**config.mk**
```make
export PLATFORM = sky130hd
export DESIGN_NAME = infix_to_postfix_converter
export DESIGN_NICKNAME = d
export VERILOG_FILES = /design/src/sv/itp_pkg.sv /design/src/sv/itp_ram.sv /design/src/sv/infix_to_postfix_converter.sv
export VERILOG_INCLUDE_DIRS = /design/src /design/src/sv
export SDC_FILE = /design/constraint.sdc
export NUM_CORES = 1
export LEC_CHECK = 0
export BUFFER_PORTS_ARGS = -buffer_cell sky130_fd_sc_hd__buf_2
export CAP_MARGIN = 20
export CORE_MARGIN = 3
export CORE_UTILIZATION = 66
export DETAILED_ROUTE_END_ITERATION = 7
export GPL_TIMING_DRIVEN = 0
export PLACE_DENSITY = 0.86
export REMOVE_ABC_BUFFERS = 1
export SYNTH_ARGS = -nofsm -noshare
export SYNTH_HDL_FRONTEND = slang
export SYNTH_HIERARCHICAL = 1
export SYNTH_SLANG_ARGS = --single-unit
```
**constraint.sdc**
```tcl
create_clock -name clk -period 8.8 [get_ports clk]
set_clock_uncertainty 0.15 [all_clocks]
set_input_delay 0.44 -clock clk [delete_from_list [all_inputs] [get_ports clk]]
set_output_delay 0.44 -clock clk [all_outputs]
set_load 0.01 [all_outputs]
```
**src/sv/assert_macros.svh**
```systemverilog
// ----------------------------------------------------------------------------
// assertion macros
// concurrent checks on clk, disabled while rst_n is low
// ----------------------------------------------------------------------------
`ifndef ASSERT_MACROS_SVH
`define ASSERT_MACROS_SVH

// property must hold at every rising edge outside reset
`define ITP_ASSERT(label, prop, msg) \
    label: assert property (@(posedge clk) disable iff (!rst_n) (prop)) else $error(msg);

// expression must never be true outside reset
`define ITP_ASSERT_NEVER(label, expr, msg) \
    `ITP_ASSERT(label, !(expr), msg)

`endif

```
**src/sv/itp_pkg.sv**
```systemverilog
// ----------------------------------------------------------------------------
// itp_pkg
// character classes, stack codes and helpers for the postfix converter
// ----------------------------------------------------------------------------
`timescale 1ns / 1ps

package itp_pkg;

    localparam int CharW = 8;

    // stack entry codes
    typedef logic [2:0] code_t;
    localparam code_t CODE_LPAR = 3'd0;
    localparam code_t CODE_ADD  = 3'd1;
    localparam code_t CODE_SUB  = 3'd2;
    localparam code_t CODE_MUL  = 3'd3;
    localparam code_t CODE_DIV  = 3'd4;

    // input character classes
    typedef logic [2:0] cls_t;
    localparam cls_t CLS_NONE = 3'd0;
    localparam cls_t CLS_OPND = 3'd1;
    localparam cls_t CLS_LPAR = 3'd2;
    localparam cls_t CLS_OP   = 3'd3;
    localparam cls_t CLS_RPAR = 3'd4;
    localparam cls_t CLS_EQ   = 3'd5;

    typedef logic [CharW-1:0] char_t;
    localparam char_t CH_LPAR = 8'h28;
    localparam char_t CH_RPAR = 8'h29;
    localparam char_t CH_MUL  = 8'h2A;
    localparam char_t CH_ADD  = 8'h2B;
    localparam char_t CH_SUB  = 8'h2D;
    localparam char_t CH_DIV  = 8'h2F;
    localparam char_t CH_EQ   = 8'h3D;
    localparam char_t CH_0    = 8'h30;
    localparam char_t CH_9    = 8'h39;
    localparam char_t CH_UA   = 8'h41;
    localparam char_t CH_UZ   = 8'h5A;
    localparam char_t CH_LA   = 8'h61;
    localparam char_t CH_LZ   = 8'h7A;

    function automatic cls_t char_class(input char_t c);
        cls_t r;
        r = CLS_NONE;
        if ((c >= CH_UA && c <= CH_UZ) || (c >= CH_LA && c <= CH_LZ) ||
            (c >= CH_0 && c <= CH_9))
            r = CLS_OPND;
        else if (c == CH_LPAR)
            r = CLS_LPAR;
        else if (c == CH_ADD || c == CH_SUB || c == CH_MUL || c == CH_DIV)
            r = CLS_OP;
        else if (c == CH_RPAR)
            r = CLS_RPAR;
        else if (c == CH_EQ)
            r = CLS_EQ;
        return r;
    endfunction

    function automatic code_t char_to_code(input char_t c);
        code_t r;
        case (c)
            CH_ADD:  r = CODE_ADD;
            CH_SUB:  r = CODE_SUB;
            CH_MUL:  r = CODE_MUL;
            default: r = CODE_DIV;
        endcase
        return r;
    endfunction

    function automatic char_t code_to_char(input code_t code);
        char_t r;
        case (code)
            CODE_LPAR: r = CH_LPAR;
            CODE_ADD:  r = CH_ADD;
            CODE_SUB:  r = CH_SUB;
            CODE_MUL:  r = CH_MUL;
            CODE_DIV:  r = CH_DIV;
            default:   r = '0;
        endcase
        return r;
    endfunction

    function automatic logic [1:0] prec(input code_t code);
        logic [1:0] r;
        case (code)
            CODE_ADD, CODE_SUB: r = 2'd1;
            CODE_MUL, CODE_DIV: r = 2'd2;
            default:            r = 2'd0;
        endcase
        return r;
    endfunction

endpackage

```
**src/sv/itp_ram.sv**
```systemverilog
// ----------------------------------------------------------------------------
// itp_ram
// simple dual-port ram, one write and one registered read port
// ----------------------------------------------------------------------------
`timescale 1ns / 1ps

module itp_ram #(
    parameter int WIDTH = 3,
    parameter int DEPTH = 32,
    localparam int AddrW = (DEPTH > 1) ? $clog2(DEPTH) : 1
) (
    input  logic             clk,
    input  logic             wr_en,
    input  logic [AddrW-1:0] wr_addr,
    input  logic [WIDTH-1:0] wr_data,
    input  logic [AddrW-1:0] rd_addr,
    output logic [WIDTH-1:0] rd_data
);

    logic [WIDTH-1:0] mem [DEPTH];

    // read returns old data on a same-address write
    always_ff @(posedge clk)
    begin
        if (wr_en)
        begin
            mem[wr_addr] <= wr_data;
        end
        rd_data <= mem[rd_addr];
    end

endmodule

```
**src/sv/infix_to_postfix_converter.sv**
```systemverilog
// ----------------------------------------------------------------------------
// infix_to_postfix_converter
// streaming shunting-yard converter from infix to postfix characters
// ----------------------------------------------------------------------------
// One ASCII character enters per input item; postfix characters leave as
// output items, m_tlast marking the final item caused by an input and
// m_tuser[0] carrying the sticky overflow flag as it stood before that
// input. The operator stack lives in a small ram with a registered read,
// so the top of stack is fetched ahead and examined in a check state:
// operands, ignored characters and '(' are handled on acceptance; an
// operator, ')' or '=' enters the check state, which pops one operator
// per step until the scan stops. Output backpressure can stall the scan.
// A single output register holds each result; a new input item is taken
// only while that register is empty or being read in the same cycle.
// No clearing pass is needed after reset: only entries below the stack
// count are ever read.
// ----------------------------------------------------------------------------
`timescale 1ns / 1ps
`include "assert_macros.svh"

module infix_to_postfix_converter #(
    parameter int STACK_DEPTH = 32
) (
    input  logic       clk,
    input  logic       rst_n,
    // input items
    input  logic       s_tvalid,
    output logic       s_tready,
    input  logic [7:0] s_tdata,   // [7:0] in_char
    // output items
    output logic       m_tvalid,
    input  logic       m_tready,
    output logic [7:0] m_tdata,   // [7:0] out_char
    output logic       m_tlast,   // last
    output logic [0:0] m_tuser    // [0] overflow
);

    import itp_pkg::*;

    localparam int AddrW = (STACK_DEPTH > 1) ? $clog2(STACK_DEPTH) : 1;
    localparam int CntW  = $clog2(STACK_DEPTH + 1);

    // sequencer states
    localparam logic S_IDLE  = 1'b0;
    localparam logic S_CHECK = 1'b1;

    logic            state_reg, state_next;
    logic [CntW-1:0] count_reg, count_next;
    logic            err_reg, err_next;
    cls_t            cls_reg, cls_next;
    code_t           op_reg, op_next;

    // held pop, sent once we know whether it is the final one
    char_t           pend_char_reg, pend_char_next;
    logic            pend_valid_reg, pend_valid_next;

    // output register
    logic            out_valid_reg;
    char_t           out_char_reg;
    logic            out_last_reg;
    logic            out_ovf_reg;

    logic            send;
    char_t           send_char;
    logic            send_last;

    // stack ram ports
    logic            wr_en;
    logic [AddrW-1:0] wr_addr;
    code_t           wr_data;
    logic [AddrW-1:0] rd_addr;
    code_t           rd_data;
    logic [CntW-1:0] rd_cnt;

    logic            s_accept;
    logic            out_free;
    logic            full;
    logic            empty;
    cls_t            in_cls;

    assign s_accept = s_tvalid && s_tready;
    assign out_free = !out_valid_reg || m_tready;
    assign s_tready = (state_reg == S_IDLE) && out_free;
    assign full     = (count_reg == CntW'(STACK_DEPTH));
    assign empty    = (count_reg == '0);
    assign in_cls   = char_class(s_tdata);

    // writes always land at the current count
    assign wr_addr = count_reg[AddrW-1:0];

    // always fetch the entry that will be top of stack next cycle
    assign rd_cnt  = count_next - CntW'(1);
    assign rd_addr = rd_cnt[AddrW-1:0];

    itp_ram #(
        .WIDTH ($bits(code_t)),
        .DEPTH (STACK_DEPTH)
    ) u_stack (
        .clk     (clk),
        .wr_en   (wr_en),
        .wr_addr (wr_addr),
        .wr_data (wr_data),
        .rd_addr (rd_addr),
        .rd_data (rd_data)
    );

    always_comb
    begin
        logic stop;
        stop            = 1'b0;
        state_next      = state_reg;
        count_next      = count_reg;
        err_next        = err_reg;
        cls_next        = cls_reg;
        op_next         = op_reg;
        pend_char_next  = pend_char_reg;
        pend_valid_next = pend_valid_reg;
        send            = 1'b0;
        send_char       = pend_char_reg;
        send_last       = 1'b0;
        wr_en           = 1'b0;
        wr_data         = op_reg;

        case (state_reg)
            S_IDLE:
            begin
                if (s_accept)
                begin
                    case (in_cls)
                        CLS_OPND:
                        begin
                            send      = 1'b1;
                            send_char = s_tdata;
                            send_last = 1'b1;
                        end
                        CLS_LPAR:
                        begin
                            if (full)
                            begin
                                err_next = 1'b1;
                            end
                            else
                            begin
                                wr_en      = 1'b1;
                                wr_data    = CODE_LPAR;
                                count_next = count_reg + CntW'(1);
                            end
                        end
                        CLS_OP, CLS_RPAR, CLS_EQ:
                        begin
                            cls_next   = in_cls;
                            op_next    = char_to_code(s_tdata);
                            state_next = S_CHECK;
                        end
                        default:
                        begin
                            // ignored character
                        end
                    endcase
                end
            end

            S_CHECK:
            begin
                // rd_data is the top of stack whenever the stack is not empty
                case (cls_reg)
                    CLS_OP:   stop = empty || (rd_data == CODE_LPAR) ||
                                     (prec(rd_data) < prec(op_reg));
                    CLS_RPAR: stop = empty || (rd_data == CODE_LPAR);
                    default:  stop = empty;
                endcase

                if (!stop)
                begin
                    // pop one operator, sending the one held before it
                    if (!pend_valid_reg || out_free)
                    begin
                        send            = pend_valid_reg;
                        count_next      = count_reg - CntW'(1);
                        pend_char_next  = code_to_char(rd_data);
                        pend_valid_next = 1'b1;
                    end
                end
                else if (cls_reg == CLS_EQ)
                begin
                    if (out_free)
                    begin
                        send = 1'b1;
                        if (pend_valid_reg)
                        begin
                            pend_valid_next = 1'b0;
                        end
                        else
                        begin
                            // terminator closes the expression
                            send_char  = CH_EQ;
                            send_last  = 1'b1;
                            err_next   = 1'b0;
                            count_next = '0;
                            state_next = S_IDLE;
                        end
                    end
                end
                else if (!pend_valid_reg || out_free)
                begin
                    send            = pend_valid_reg;
                    send_last       = 1'b1;
                    pend_valid_next = 1'b0;
                    state_next      = S_IDLE;
                    if (cls_reg == CLS_OP)
                    begin
                        if (full)
                        begin
                            err_next = 1'b1;
                        end
                        else
                        begin
                            wr_en      = 1'b1;
                            count_next = count_reg + CntW'(1);
                        end
                    end
                    else if (!empty)
                    begin
                        // matching '(' is dropped
                        count_next = count_reg - CntW'(1);
                    end
                end
            end

            default:
            begin
                state_next = S_IDLE;
            end
        endcase
    end

    always_ff @(posedge clk or negedge rst_n)
    begin
        if (!rst_n)
        begin
            state_reg      <= S_IDLE;
            count_reg      <= '0;
            err_reg        <= 1'b0;
            pend_valid_reg <= 1'b0;
            out_valid_reg  <= 1'b0;
        end
        else
        begin
            state_reg      <= state_next;
            count_reg      <= count_next;
            err_reg        <= err_next;
            pend_valid_reg <= pend_valid_next;
            if (send)
            begin
                out_valid_reg <= 1'b1;
            end
            else if (m_tready)
            begin
                out_valid_reg <= 1'b0;
            end
        end
    end

    // payload registers
    always_ff @(posedge clk)
    begin
        cls_reg       <= cls_next;
        op_reg        <= op_next;
        pend_char_reg <= pend_char_next;
        if (send)
        begin
            out_char_reg <= send_char;
            out_last_reg <= send_last;
            out_ovf_reg  <= err_reg;
        end
    end

    assign m_tvalid   = out_valid_reg;
    assign m_tdata    = out_char_reg;
    assign m_tlast    = out_last_reg;
    assign m_tuser[0] = out_ovf_reg;

    // checks
    `ITP_ASSERT(a_count_range, count_reg <= CntW'(STACK_DEPTH), "stack count beyond depth")
    `ITP_ASSERT(a_pend_idle, (state_reg == S_IDLE) |-> !pend_valid_reg, "held pop left in idle")
    `ITP_ASSERT_NEVER(a_push_full, wr_en && full, "stack write on full stack")
    `ITP_ASSERT(a_op_check, (s_accept && (in_cls == CLS_OP)) |=> (state_reg == S_CHECK), "operator did not start stack scan")

endmodule

```
==> run metrics <==
CP Capture Type=flop; most common cell after layout, fill and taps aside=edfxtp_1; CTS tree=built; Post-synth EDFFs=116; routed wire length=13100 um; Crit-path slowest cell=xnor2_2; Worst EP required=9.04 ns; Core ar.=8890 um2; crit path DAT=5.48 ns; CTS max path bufs=2; clock-pin slew on the worst setup and hold paths=0.06 ns; post-synthesis async set-or-reset flop share=7.75%; # rows=34; final hold vios=0; slew margin rel.=28.4%; first-pass GRT wire length=20600 um; initial antenna violation count=0; CP cell instances=inv_1 -> ha_1 -> nor4b_4 -> nand2b_1 -> o21ai_4 -> a2111oi_0 -> nor3_4 -> ha_1 -> xnor2_2 -> buf_6 -> mux4_2 -> mux4_2 -> mux2_2; Peak VDD IR=0.223 mV; Antenna Cells=0; FF+latch area=3790 um2; initial drt markers=266; most frequent cells in the layout=edfxtp_1, nor2_1, mux4_2, buf_2, nand2_1; main combinational cell family by area after synthesis=simple AND/OR/NAND/NOR gates; Initial DRT Pass Iterations=4; routed len/inst=22.8 um; max reg flops=96; status=completed; crit path capture=u_stack/rd_data[0]; post-CTS sizing=0; via count=3761; R2R Path Start=count_reg[0]; unrepaired setup endpoints after global routing=no; worst hold path class=in -> reg; Synth Area in Adders=0.813%; cells after synthesis=423; Clock Sinks=129; Compound-Gate Fraction of Synth Area=7.81%; minimum clock period=5.24 ns; TritonCTS buffer count=17; Final GP Congestion=0.876; pin count of the biggest net entering global routing=33; clk_lat worst skew=0.51 ns; fin crit share=59.6%; synthesized area=6150 um2; DRC=0; hold buffers post-CTS=1; Setup WS post-layout=3.56 ns; most common flop cell mapped by yosys=edfxtp_1; share of cells above drive strength 1=24.5%; top-level I/O count=24; Via density=6.55; initial cell density of the core=69.2%; postcts setup bufs=0; total grt overflow=0; Netlist cell types=70; multi-input combinational cell area=2180 um2; CTS root buf=clkbuf_8; CP max FO=14; mux contribution to synthesized area=12.3%; max incr delay on CP=0.86 ns; critical path class=reg -> reg; PortBufs=23; RR Endpoint=u_stack/rd_data[0]; Setup TNS Final=0 ns; synth warn=6; NumNets Final=469; number of global-route vias before repair=3788; Worst setup SP type=flop; P_leak=2.40 nW; Post-Syn Area per Cell=14.5 um2; gr usage total=26.9%; post-route ant nets=0; Area Overhead vs Synth=13.9%; die span in y=103 um; R2R Setup Slk=3.56 ns; H-tree depth=4; WP buf/inv=2; post-synthesis sequential area ratio=61.7%; crit path from=count_reg[0]; die area=10500 um2; xor-xnor portion of the synthesized cell area=1.57%; Tightest Pin Transition=1.07 ns; power per cell area=364 nW/um2; HPWL Detailed=7920 um; Register-to-Register Path Depth=13; delay-heaviest family, CP=multiplexers; Finish-stage setup viols=0; max capacitance violation total=0; dpl ws=3.66 ns; Achievable Freq=191 MHz; number of synthesized register bits=129; Synth Area in Simple Gates=12.7%; fillers=464; die width=103 um; Final Max Slew Viols=0; Stages on worst setup path=13
power by group:
part | total [mW] | internal, mW | switching (mW) | leakage (nW)
sequential | 0.811 | 0.714 | 0.0973 | 1.19
clock | 0.726 | 0.443 | 0.282 | 0.298
combinational | 1.01 | 0.521 | 0.492 | 0.917
metrics by stage:
step | utilization, % | hold slack (ns) | cell area (um2) | total power, mW | instances
finish | 78.9 | 0.0995 | 7010 | 2.55 | 574
global route | 78.9 | 0.0980 | 7010 | 2.65 | 574
CTS | 78.1 | 0.0932 | 6940 | 2.55 | 571
detailed placement | 71.1 | 0.174 | 6320 | 1.79 | 538
global placement | 70.4 | 0.176 | 6260 | 1.73 | 534
floorplan | - | -0.00559 | 6010 | 1.54 | 403
worst min-delay path by stage:
stage | start | endpoint | depth (start not counted)
4_1_cts | s_tdata[5] | m_tdata[5] | 2
2_1_floorplan | rst_n | count_reg[0] | 0
3_3_place_gp | rst_n | count_reg[1] | 1
3_5_place_dp | rst_n | count_reg[2] | 1
6_report | s_tdata[5] | m_tdata[5] | 2
5_1_grt | s_tdata[5] | m_tdata[5] | 2
Yosys cell counts (3+ instances only):
library cell / count / area share (%)
edfxtp_1: 116 / 57
nor2_1: 61 / 3.7
mux4_2: 29 / 11
nand2_1: 22 / 1.3
o21ai_0: 14 / 1.1
inv_1: 13 / 0.79
a21oi_1: 11 / 0.89
dfrtp_1: 10 / 4.1
nand3b_1: 9 / 1.1
buf_6: 8 / 1.5
xnor2_1: 7 / 1.0
and2_1: 6 / 0.61
clkbuf_1: 6 / 0.37
nand3_1: 6 / 0.49
nor3_1: 5 / 0.41
a211oi_1: 4 / 0.49
a21o_1: 4 / 0.49
a31oi_1: 4 / 0.41
ha_1: 4 / 0.81
mux2_2: 4 / 0.73
o211ai_1: 4 / 0.49
o21a_1: 4 / 0.49
xor2_1: 4 / 0.57
and3b_1: 3 / 0.43
buf_2: 3 / 0.24
dfxtp_1: 3 / 0.98
mux2i_1: 3 / 0.49
nor2b_1: 3 / 0.31
or3_1: 3 / 0.31
or3b_2: 3 / 0.43
routing by layer:
metal  wire length, um  vias up  global-route usage (%)
li1                  -     1692                       -
met1              5290     1891                    35.3
met2              6820      161                    46.8
met3               787       17                    4.19
met4               186        0                    8.38
met5                 0        -                       0
cell type report:
cell class              count  share of cell area (%)
well taps                 108                    1.93
flip-flops and latches    129                    54.1
repair buffers             31                    3.44
multi-input cells         261                    31.1
inverters                  13                   0.696
clock buffers              18                    5.96
clock inverters            14                    2.78
cell families after synthesis:
kind of cell    Yosys count
compound gates           66
xor+xnor                 11
simple gates            142
flops                   129
buf+inv                  33
fa+ha+maj                 4
other cells               1
mux                      37
Note: power is estimated with default switching activity, not from simulation.
